--- src/rtl/dsm_ram.sv ---
// ============================================================================
// dsm_ram: generic single-port-write, single-port-read RAM
// One write and one registered read per cycle.
// ============================================================================
module dsm_ram #(
    parameter int WIDTH = 32,
    parameter int DEPTH = 16
) (
    input  logic                                  aclk,
    input  logic                                  we,
    input  logic [((DEPTH > 1) ? $clog2(DEPTH) : 1)-1:0] waddr,
    input  logic [WIDTH-1:0]                      wdata,
    input  logic                                  re,
    input  logic [((DEPTH > 1) ? $clog2(DEPTH) : 1)-1:0] raddr,
    output logic [WIDTH-1:0]                      rdata
);

    logic [WIDTH-1:0] mem [DEPTH];

    always_ff @(posedge aclk) begin
        if (we) begin
            mem[waddr] <= wdata;
        end
        if (re) begin
            rdata <= mem[raddr];
        end
    end

endmodule

--- config.mk ---
export PLATFORM = sky130hd
export DESIGN_NAME = dsm_ram
export DESIGN_NICKNAME = d
export VERILOG_FILES = /design/src/rtl/dsm_ram.sv
export SDC_FILE = /design/constraint.sdc
export NUM_CORES = 1
export LEC_CHECK = 0
export ABC_CLOCK_PERIOD_IN_PS = 4000
export BUFFER_PORTS_ARGS = -buffer_cell sky130_fd_sc_hd__buf_2
export CAP_MARGIN = 40
export CELL_PAD_IN_SITES_DETAIL_PLACEMENT = 1
export CELL_PAD_IN_SITES_GLOBAL_PLACEMENT = 2
export CORE_MARGIN = 1
export CORE_UTILIZATION = 43
export DETAILED_ROUTE_END_ITERATION = 8
export GPL_ROUTABILITY_DRIVEN = 0
export PLACE_DENSITY_LB_ADDON = 0.1
export SLEW_MARGIN = 20
export SYNTH_ARGS = -nofsm -noshare
export SYNTH_HDL_FRONTEND = slang
export SYNTH_SLANG_ARGS = --single-unit
--- constraint.sdc ---
create_clock -name aclk -period 4 [get_ports aclk]
set_input_delay 0.6 -clock aclk [delete_from_list [all_inputs] [get_ports aclk]]
set_output_delay 0.6 -clock aclk [all_outputs]
set_load 0.05 [all_outputs]
==> results.md <==
* CP max stage delay at roughly 0.63 ns
* Die W at roughly 220 µm
* Global-route wire length before repair at 67300 µm
* Wire length per cell at around 28 µm
* Crit path from: waddr[2]
* Combinational Power Share at 0.054
* Fill cell count at 4051
* CTS sink cnt at 544
* Area Growth Syn to Fin at 17.3%
* Seq/Total Area, Yosys at 0.810
* Setup WS post-layout at 1.88 ns
* Overall power consumption at 12.4 mW
* GRT Overall Usage at 0.199
* Final wirelength at between 40000 and 50000 µm
* Hold_buf cts at 0
* WP data arrival at 2.38 ns
* Largest net degree at the start of global routing at 45
* Vias in the first global route at between 9000 and 10000
* Outcome: finished, final reports clean
* H-tree levels at 2
* Setup_tns at 0 ns
* Post-Layout Cell Count at between 1500 and 2000
* Die ar. at roughly 48000 µm²
* Row Count at 79
* Final net count at approximately 1000
* Worst skew pair latency at 0.59 ns
* Post-route cell area at 23700 µm²
* Maxcap violations at 0
* CTS Root Cell: clkbuf_16
* HPWL Detailed at about 26000 µm
* Layout cells sized above 1 at 0.336
* Unrepaired setup endpoints after global routing: false
* # diodes at 0
* # IOs at 75
* Synth unique cells at 17
* Vias per cell at 5.63
* Initial core utilization at 0.434
* Total global routing overflow at 0
* IR drop worst, VDD at 0.343 mV
* Sw Pwr at 2.55 mW
* Clock Power Share at 0.424
* Worst-Margin Slew at 0.764 ns
* Max-slew violations at 0
* Synthesized area at 20200 µm²
* Reg power frac at 0.521
* Final Util at 0.509
* TritonCTS clock tree: built
* Post-DRT Antenna Nets at 0
* Syn. warnings at 0
* Net Sw Frac at 0.206
* Mapped Cells at between 800 and 900
* Crit Path Max Fanout at 17
* Leakage power at about 7.6 nW
* Syn Area/Cell at 24.1 µm²
* Via count at 9075
* Inst Count DP at 1511
* Area post-placement at 21800 µm²
* Tcrit/Tclk final at 0.530
* Pre-antenna DRT Iters at 4
* Synth top area share at 0.810
* Final worst path period need at 2.12 ns
* Setup bufs post-CTS at 0
* Worst hold path class: input port to flop
* Internal Pwr Total at approximately 9.8 mW
* Clk_skew at 0.00944 ns
* CP Class: input port to flop
* Initial drt markers at 604
* Power per standard cell area at about 520 nW/µm²
* Initial antenna violation count at 1
* IO Port Bufs at 74
* CTS max path bufs at 3
* Hold slack at 0.375 ns
* Startpoint types: input port
* Core area at roughly 46000 µm²
* Clock-pin slew on the worst setup and hold paths at ~0.060 ns
* Final hold vios at 0
* FF+latch count, synth at 544
* Top cells by area, synth: edfxtp_1 81%, mux4_2 14%, a22oi_1 2.4%
* Post-cts resize count at 0
* Final setup viols at 0
* Die Y at 219 µm
* CTS Buf Count at 55
* Fmax at 0.471 GHz
* Slowest CP cell: nor2_4
* Area leader, netlist: edfxtp_1
* Relative slew slack at 0.489
* Remaining DRCs at 0
* CP Capture Type: flop
* Pre-CTS setup slack at 1.22 ns
* RR Startpoint: mem[2][9]$_DFFE_PP_
* Critical Path RT at 4.26 ns
* CP Cell Sequence: buf_2 -> or3b_2 -> nor2_4 -> buf_4
* Hold Startpoint: wdata[14]
* Synthesized Nets at 881
==> Yosys cell counts (all sizes together) <==
cell type,instances
and2,1
edfxtp,544
or3b,1
mux4,128
nand3,1
a22oi,64
nor2b,2
nand2b,2
nor2,13
buf,26
nand2,33
nor3,4
nand3b,2
clkbuf,17
==> logic make-up (layout without fill, tap and decap cells) <==
kind of cell	after synthesis	count (layout)	synth area share
flip-flops	544	544	0.810
buffers and inverters	43	211	0.0110
AO/OA/AOI/OAI	64	64	0.0238
AND/OR/NAND/NOR	59	59	0.0125
multiplexers	128	128	0.143
==> critical path, delay by kind of cell <==
kind	cells	cell delay [ns]
AND/OR/NAND/NOR	2	1.22
buffers and inverters	2	0.54
==> final cells by class <==
type                    instances  area, µm²  share of cell area
clock buffers                  70       1480              0.0623
clock inverters                30        367              0.0155
multi-input cells             251       3750               0.158
flip-flops and latches        544      16300               0.690
well taps                     607        759              0.0321
repair buffers                111        975              0.0412
==> flip-flops by register name, summed over array words and instances, names as in the netlist <==
name / count
mem: 512
rdata: 32
==> final timing paths <==
check        cells after the start  slack (ns)                    to
min                              1        0.37  mem[9][14]$_DFFE_PP_
max                              4        1.88   mem[1][3]$_DFFE_PP_
max reg2reg                      3        2.48    rdata[9]$_DFFE_PP_
min reg2reg                      3        0.75   rdata[25]$_DFFE_PP_
==> layer usage <==
layer,track usage,wire (µm)
met3,0.0328,1940
met5,0,12
met4,0.0608,1030
met2,0.323,22700
met1,0.277,20100
==> power by group through the flow <==
stage                     Sequential [mW]  Clock [mW]  Combinational (mW)
after floorplan                      6.67           0               0.307
after global placement               6.57           0               0.646
after detailed placement             6.58           0               0.683
after CTS                            6.46        5.39               0.686
after global routing                 6.47        5.56               0.720
final                                6.46        5.26               0.672
==> placed cells by master (no fill, tap or decap), types with 2 or more instances in the layout <==
cell       synthesis  routed
edfxtp_1         544     544
nor2b_4            0       2
a22oi_1           64      64
nand2_1           33      33
buf_12             0       9
mux4_2           128     128
clkbuf_16          0      57
clkinv_2           0      11
buf_4             11      20
bufinv_16          0       9
clkinv_1           0       9
nand2b_1           2       2
nor3_2             0       4
clkbuf_1          17      13
nor2_4             0      13
nand3b_1           2       2
buf_16             0      10
buf_2              4      71
(Power assumes the default switching activity.)
