**src/rtl/dsm_pkg.sv**
```systemverilog
// ============================================================================
// dsm_pkg: shared types, constants and arithmetic helpers
// Object record layout, item mode codes and the 24.8 fixed-point spring math
// used by the motion table and its spring datapath.
// ============================================================================
package dsm_pkg;

    localparam int OBJECTS = 16;
    localparam int IDX_W   = (OBJECTS > 1) ? $clog2(OBJECTS) : 1;

    localparam int INDEX_W = 4;
    localparam int PX_IN_W = 11;
    localparam int FIX_W   = 32;
    localparam int PIX_W   = 24;
    localparam int GAIN_W  = 4;

    localparam logic [GAIN_W-1:0] GAIN_RESET = GAIN_W'(1);

    localparam int FIX_SHIFT  = 8;
    localparam int DAMP_SHIFT = 8;
    localparam int PULL_SHIFT = 3;

    localparam logic [FIX_W-1:0] FIX_ONE    = FIX_W'(1) << FIX_SHIFT;
    localparam logic [FIX_W-1:0] PIX_BIAS   = FIX_ONE - FIX_W'(1);
    localparam logic [FIX_W-1:0] DAMP_NUM   = FIX_W'(179);
    localparam logic [FIX_W-1:0] DAMP_ROUND = FIX_W'(1) << (DAMP_SHIFT - 1);
    localparam logic [FIX_W-1:0] SNAP_LIMIT = FIX_ONE >> 6;
    localparam logic [FIX_W-1:0] PULL_BIAS  = (FIX_W'(1) << PULL_SHIFT) - FIX_W'(1);

    typedef enum logic [2:0] {
        MODE_TICK    = 3'd0,
        MODE_SET_POS = 3'd1,
        MODE_KICK    = 3'd2,
        MODE_SET_SR  = 3'd3,
        MODE_RESET   = 3'd4
    } dsm_mode_t;

    // One object's whole state, kept as a single memory word.
    typedef struct packed {
        logic [FIX_W-1:0] pos_x;
        logic [FIX_W-1:0] pos_y;
        logic [FIX_W-1:0] tgt_x;
        logic [FIX_W-1:0] tgt_y;
        logic [FIX_W-1:0] vel_x;
        logic [FIX_W-1:0] vel_y;
        logic [FIX_W-1:0] scl_cur;
        logic [FIX_W-1:0] scl_tgt;
        logic [FIX_W-1:0] rot_cur;
        logic [FIX_W-1:0] rot_tgt;
        logic [FIX_W-1:0] vel_scl;
        logic [FIX_W-1:0] vel_rot;
    } dsm_rec_t;

    localparam int REC_W = $bits(dsm_rec_t);

    localparam dsm_rec_t RESET_REC = '{scl_cur: FIX_ONE, scl_tgt: FIX_ONE, default: '0};

    // Signed divide by 8, truncated toward zero.
    function automatic logic [FIX_W-1:0] pull_div(input logic [FIX_W-1:0] p);
        logic [FIX_W-1:0] adj;
        adj = p + (p[FIX_W-1] ? PULL_BIAS : '0);
        return FIX_W'($signed(adj) >>> PULL_SHIFT);
    endfunction

    // Damping: (v * 179 + 128) with an arithmetic shift right by 8.
    function automatic logic [FIX_W-1:0] damp(input logic [FIX_W-1:0] v);
        logic [FIX_W-1:0] u;
        u = FIX_W'(v * DAMP_NUM) + DAMP_ROUND;
        return FIX_W'($signed(u) >>> DAMP_SHIFT);
    endfunction

    // Unsigned magnitude below the snap limit; the most negative value never is.
    function automatic logic is_small(input logic [FIX_W-1:0] v);
        logic [FIX_W-1:0] m;
        m = v[FIX_W-1] ? (FIX_W'(0) - v) : v;
        return m < SNAP_LIMIT;
    endfunction

    // Whole pixels, truncated toward zero.
    function automatic logic [PIX_W-1:0] to_pixels(input logic [FIX_W-1:0] v);
        logic [FIX_W-1:0] adj;
        adj = v + (v[FIX_W-1] ? PIX_BIAS : '0);
        return adj[FIX_SHIFT +: PIX_W];
    endfunction

endpackage

```
**src/rtl/dsm_spring.sv**
```systemverilog
// ============================================================================
// dsm_spring: two-step spring update of one object record
// The first step adds the spring pull to every velocity and registers the
// record; the second step snaps or damps and integrates.
// ============================================================================
module dsm_spring (
    input  logic                          aclk,
    input  logic                          load,
    input  logic [dsm_pkg::GAIN_W-1:0]    gain,
    input  dsm_pkg::dsm_rec_t             rec_in,
    output dsm_pkg::dsm_rec_t             rec_out
);
    import dsm_pkg::*;

    dsm_rec_t         pulled_reg;
    dsm_rec_t         pulled_next;
    logic [FIX_W-1:0] prod_x;
    logic [FIX_W-1:0] prod_y;
    logic             snap_xy;
    logic             snap_scl;
    logic             snap_rot;
    logic [FIX_W-1:0] damp_x;
    logic [FIX_W-1:0] damp_y;
    logic [FIX_W-1:0] damp_scl;
    logic [FIX_W-1:0] damp_rot;

    // Pull step: the position pull is scaled by the gain, scale and rotation are not.
    always_comb begin
        prod_x      = FIX_W'((rec_in.tgt_x - rec_in.pos_x) * FIX_W'(gain));
        prod_y      = FIX_W'((rec_in.tgt_y - rec_in.pos_y) * FIX_W'(gain));
        pulled_next = rec_in;
        pulled_next.vel_x   = rec_in.vel_x + pull_div(prod_x);
        pulled_next.vel_y   = rec_in.vel_y + pull_div(prod_y);
        pulled_next.vel_scl = rec_in.vel_scl + pull_div(rec_in.scl_tgt - rec_in.scl_cur);
        pulled_next.vel_rot = rec_in.vel_rot + pull_div(rec_in.rot_tgt - rec_in.rot_cur);
    end

    always_ff @(posedge aclk) begin
        if (load) begin
            pulled_reg <= pulled_next;
        end
    end

    // Settle step: x and y snap together, scale and rotation each on their own.
    always_comb begin
        snap_xy  = is_small(pulled_reg.vel_x) && is_small(pulled_reg.vel_y);
        snap_scl = is_small(pulled_reg.vel_scl);
        snap_rot = is_small(pulled_reg.vel_rot);
        damp_x   = damp(pulled_reg.vel_x);
        damp_y   = damp(pulled_reg.vel_y);
        damp_scl = damp(pulled_reg.vel_scl);
        damp_rot = damp(pulled_reg.vel_rot);
        rec_out  = pulled_reg;
        if (snap_xy) begin
            rec_out.vel_x = '0;
            rec_out.vel_y = '0;
            rec_out.pos_x = pulled_reg.tgt_x;
            rec_out.pos_y = pulled_reg.tgt_y;
        end else begin
            rec_out.vel_x = damp_x;
            rec_out.vel_y = damp_y;
            rec_out.pos_x = pulled_reg.pos_x + damp_x;
            rec_out.pos_y = pulled_reg.pos_y + damp_y;
        end
        if (snap_scl) begin
            rec_out.vel_scl = '0;
            rec_out.scl_cur = pulled_reg.scl_tgt;
        end else begin
            rec_out.vel_scl = damp_scl;
            rec_out.scl_cur = pulled_reg.scl_cur + damp_scl;
        end
        if (snap_rot) begin
            rec_out.vel_rot = '0;
            rec_out.rot_cur = pulled_reg.rot_tgt;
        end else begin
            rec_out.vel_rot = damp_rot;
            rec_out.rot_cur = pulled_reg.rot_cur + damp_rot;
        end
    end

endmodule
```
**config.mk**
```make
export PLATFORM = sky130hd
export DESIGN_NAME = dsm_spring
export DESIGN_NICKNAME = d
export VERILOG_FILES = /design/src/rtl/dsm_pkg.sv /design/src/rtl/dsm_spring.sv
export SDC_FILE = /design/constraint.sdc
export NUM_CORES = 2
export LEC_CHECK = 0
export BUFFER_PORTS_ARGS = -buffer_cell sky130_fd_sc_hd__buf_2
export CAP_MARGIN = 20
export CORE_AREA = 2 2 347 349
export CTS_CLUSTER_SIZE = 28
export DETAILED_ROUTE_END_ITERATION = 10
export DIE_AREA = 0 0 349 351
export GPL_TIMING_DRIVEN = 0
export HOLD_SLACK_MARGIN = 0.05
export PLACE_DENSITY = 0.75
export RECOVER_POWER = 50
export SKIP_CTS_REPAIR_TIMING = 1
export SLEW_MARGIN = 20
export SYNTH_ARGS = -nofsm -noshare
export SYNTH_HDL_FRONTEND = slang
export SYNTH_SLANG_ARGS = --single-unit
```
**constraint.sdc**
```tcl
create_clock -name aclk -period 22.2 [get_ports aclk]
set_input_delay 4.44 -clock aclk [delete_from_list [all_inputs] [get_ports aclk]]
set_output_delay 4.44 -clock aclk [all_outputs]
set_load 0.005 [all_outputs]
```
==> flow_metrics.py <==
metrics = {
    "detailed_routing": {
        "drc": 0,
        "routed_via_density": 5.72,
        "wire_per_inst_microns": 20.1,
        "ant_nets": 0,
        "totalWireLength_mm": 193,
        "drt_first_iter_violations": 4030,
        "drt_pass1_iterations": 6,
        "num_vias": 54900,
    },
    "synth": {
        "syn_inst": 7147,
        "synth_area_sq_mm": 0.0638,
        "syn_nets": 8969,
        "synth_edf_count": 384,
        "yosys-top-cells-count": "inv_1 (1,064), ha_1 (1,006), nand2_1 (435), xnor2_1 (432), fa_1 (426)",
        "synth-simple-area-share": 0.148,
        "yosysUniqueCellTypes": 108,
        "synth_most_common_cell": "inv_1",
        "synth_top_family_by_area": "adder cells",
        "yosys.area_share.xor_xnor": 0.0877,
        "ys.warnings.count": 0,
        "synth.area.top_cells": "ha_1 (20%), edfxtp_1 (18%), fa_1 (13%)",
        "synth-adder-area-share": 0.331,
        "muxShareOfSynthArea": 0.0163,
        "ys_seq_area_frac": 0.181,
        "synth_compound_area_frac": 0.148,
        "yosysTopAreaCell": "ha_1",
        "async_flop_share": 0,
        "synth_top_area_frac": 0.197,
        "synth_ff_type": "edfxtp_1",
        "avgSynthCellArea_sq_um": 8.93,
        "ys_seq_elements": 384,
    },
    "setup_path": {
        "crit_arrival_ns": 16.06,
        "crit_type": "input pin to register",
        "cpPeakStageDelay_ns": 0.88,
        "endpoint_kind": "register",
        "crit_start": "rec_in[256]",
        "required_ns": 22.58,
        "cp_slowest_cell": "a211oi_1",
        "crit_fanout": 10,
        "startpoint_type": "input pin",
        "cp_common_cell": "a21oi_1",
    },
    "floorplanning": {
        "std_cell_rows": 127,
        "dieArea_sq_mm": 0.122,
        "die_width_microns": 349,
        "start_util": 0.536,
        "ios": 774,
        "die_y_microns": 351,
        "coreArea_sq_mm": 0.119,
    },
    "sta": {
        "final_max_slew_viol_count": 395,
        "period_needed_ns": 15.68,
        "finalSetupViolations": 0,
        "finalSetupTns_ns": 0,
        "fin_crit_sh": 0.706,
        "hold_viol": 0,
        "slew_headroom": -2.35,
        "worst_pin_slew_ns": 5.02,
        "rsz0062_at_grt": "false",
        "timing.fmax_mhz": 63.8,
    },
    "finish": {
        "nets": 9803,
        "area_delta_synth_final_pct": 11.5,
        "drive_above_1_share": 0.115,
        "seq_area_sq_mm": 0.0115,
        "largest_register_ffs": 256,
        "nFillCells": 10500,
        "layoutNonFillerInstCount": 9593,
        "multi_input_area_sq_mm": 0.0466,
    },
    "global_route": {
        "grt_pass1_wl_mm": 296,
        "grt.overflow.total": 0,
        "antenna_found_initial": 33,
        "grt_use_total": 0.306,
        "grt_pass1_vias": 53400,
        "grt_max_degree": 92,
    },
    "place": {
        "port_buffers": 772,
        "dp_cells": 9473,
        "place_hpwl_mm": 165,
        "gp_congestion": 0.997,
    },
    "cts": {
        "htree_num_levels": 2,
        "clk_pin_slew_worst_paths_ns": 0.06,
        "clk_path_buf_depth": 3,
        "cts_buffers": 54,
        "clkSinkCount": 384,
        "cts_tree": "built",
        "root_buffer": "clkbuf_16",
    },
    "run_status": {
        "violations": "capacitance limit, slew limit",
        "status": "complete, but fails checks",
    },
    "worst_hold_path": {
        "hp-class": "input pin to register",
        "hold_path.startpoint": "rec_in[117]",
    },
    "job": {
        "cap_viol_max_count": 6,
    },
}
-- cells by family after synthesis --
kind of cell,Yosys count
adder cells (fa/ha/maj),1432
flip-flops,384
multiplexers,94
AO/OA/AOI/OAI,1423
buffers and inverters,1338
AND/OR/NAND/NOR,1845
XOR/XNOR,631
-- worst paths after layout --
check / endpoint / slack, ns / cells after the start
setup / recovery: pulled_reg[223] / 6.52 / 49
hold / removal: pulled_reg[117] / 3.95 / 1
-- routing by layer --
layer | up-vias | part of all wire | global-route usage
met5 | - | 0.0011 | 0
met4 | 36 | 0.042 | 0.118
met3 | 399 | 0.065 | 0.0398
met2 | 1795 | 0.46 | 0.503
met1 | 26400 | 0.43 | 0.410
li1 | 26200 | - | -
-- per-stage QoR --
| step | worst slack, ns | hold slack, ns | util | instance area (sq um) |
|---|---|---|---|---|
| after detailed placement | 6.15 | 4.63 | 0.587 | 69800 |
| after global routing | 5.96 | 3.93 | 0.598 | 71200 |
| after floorplan | 8.85 | 4.54 | - | 63800 |
| final | 6.52 | 3.95 | 0.598 | 71200 |
| after CTS | 6.80 | 3.90 | 0.601 | 71600 |
| after global placement | 6.37 | 4.63 | 0.585 | 69600 |
-- cells in the final DEF, fill, tap and decap left out, types with 136 or more instances in the layout --
master    count
a21o_1      183
a21oi_1     360
and2_1      247
buf_2       543
buf_4       161
clkbuf_1    344
edfxtp_1    384
fa_1        426
ha_1       1006
inv_1      1064
nand2_1     435
nand3_1     152
nor2_1      356
nor3_1      136
o21ai_0     283
xnor2_1     431
xor2_1      194
-- cell type report --
type | count | share of cell area
multi-input combinational | 5425 | 0.655
sequential | 384 | 0.162
inverter | 1065 | 0.0562
timing repair buffer | 778 | 0.0507
tap | 1548 | 0.0272
buffer | 273 | 0.0236
clock buffer | 62 | 0.0194
clock inverter | 39 | 0.00506
antenna | 19 | 0.000668
-- critical path, delay by kind of cell --
family          cells  cell delay (ns)
simple gates       11             2.21
compound gates     24             5.30
fa+ha+maj           6             2.17
buf+inv             4             0.34
xor+xnor            4             1.56
Power is left out: the tool's default activity adds up to more than one toggle a clock period on the data nets, which glitch-free logic cannot reach.
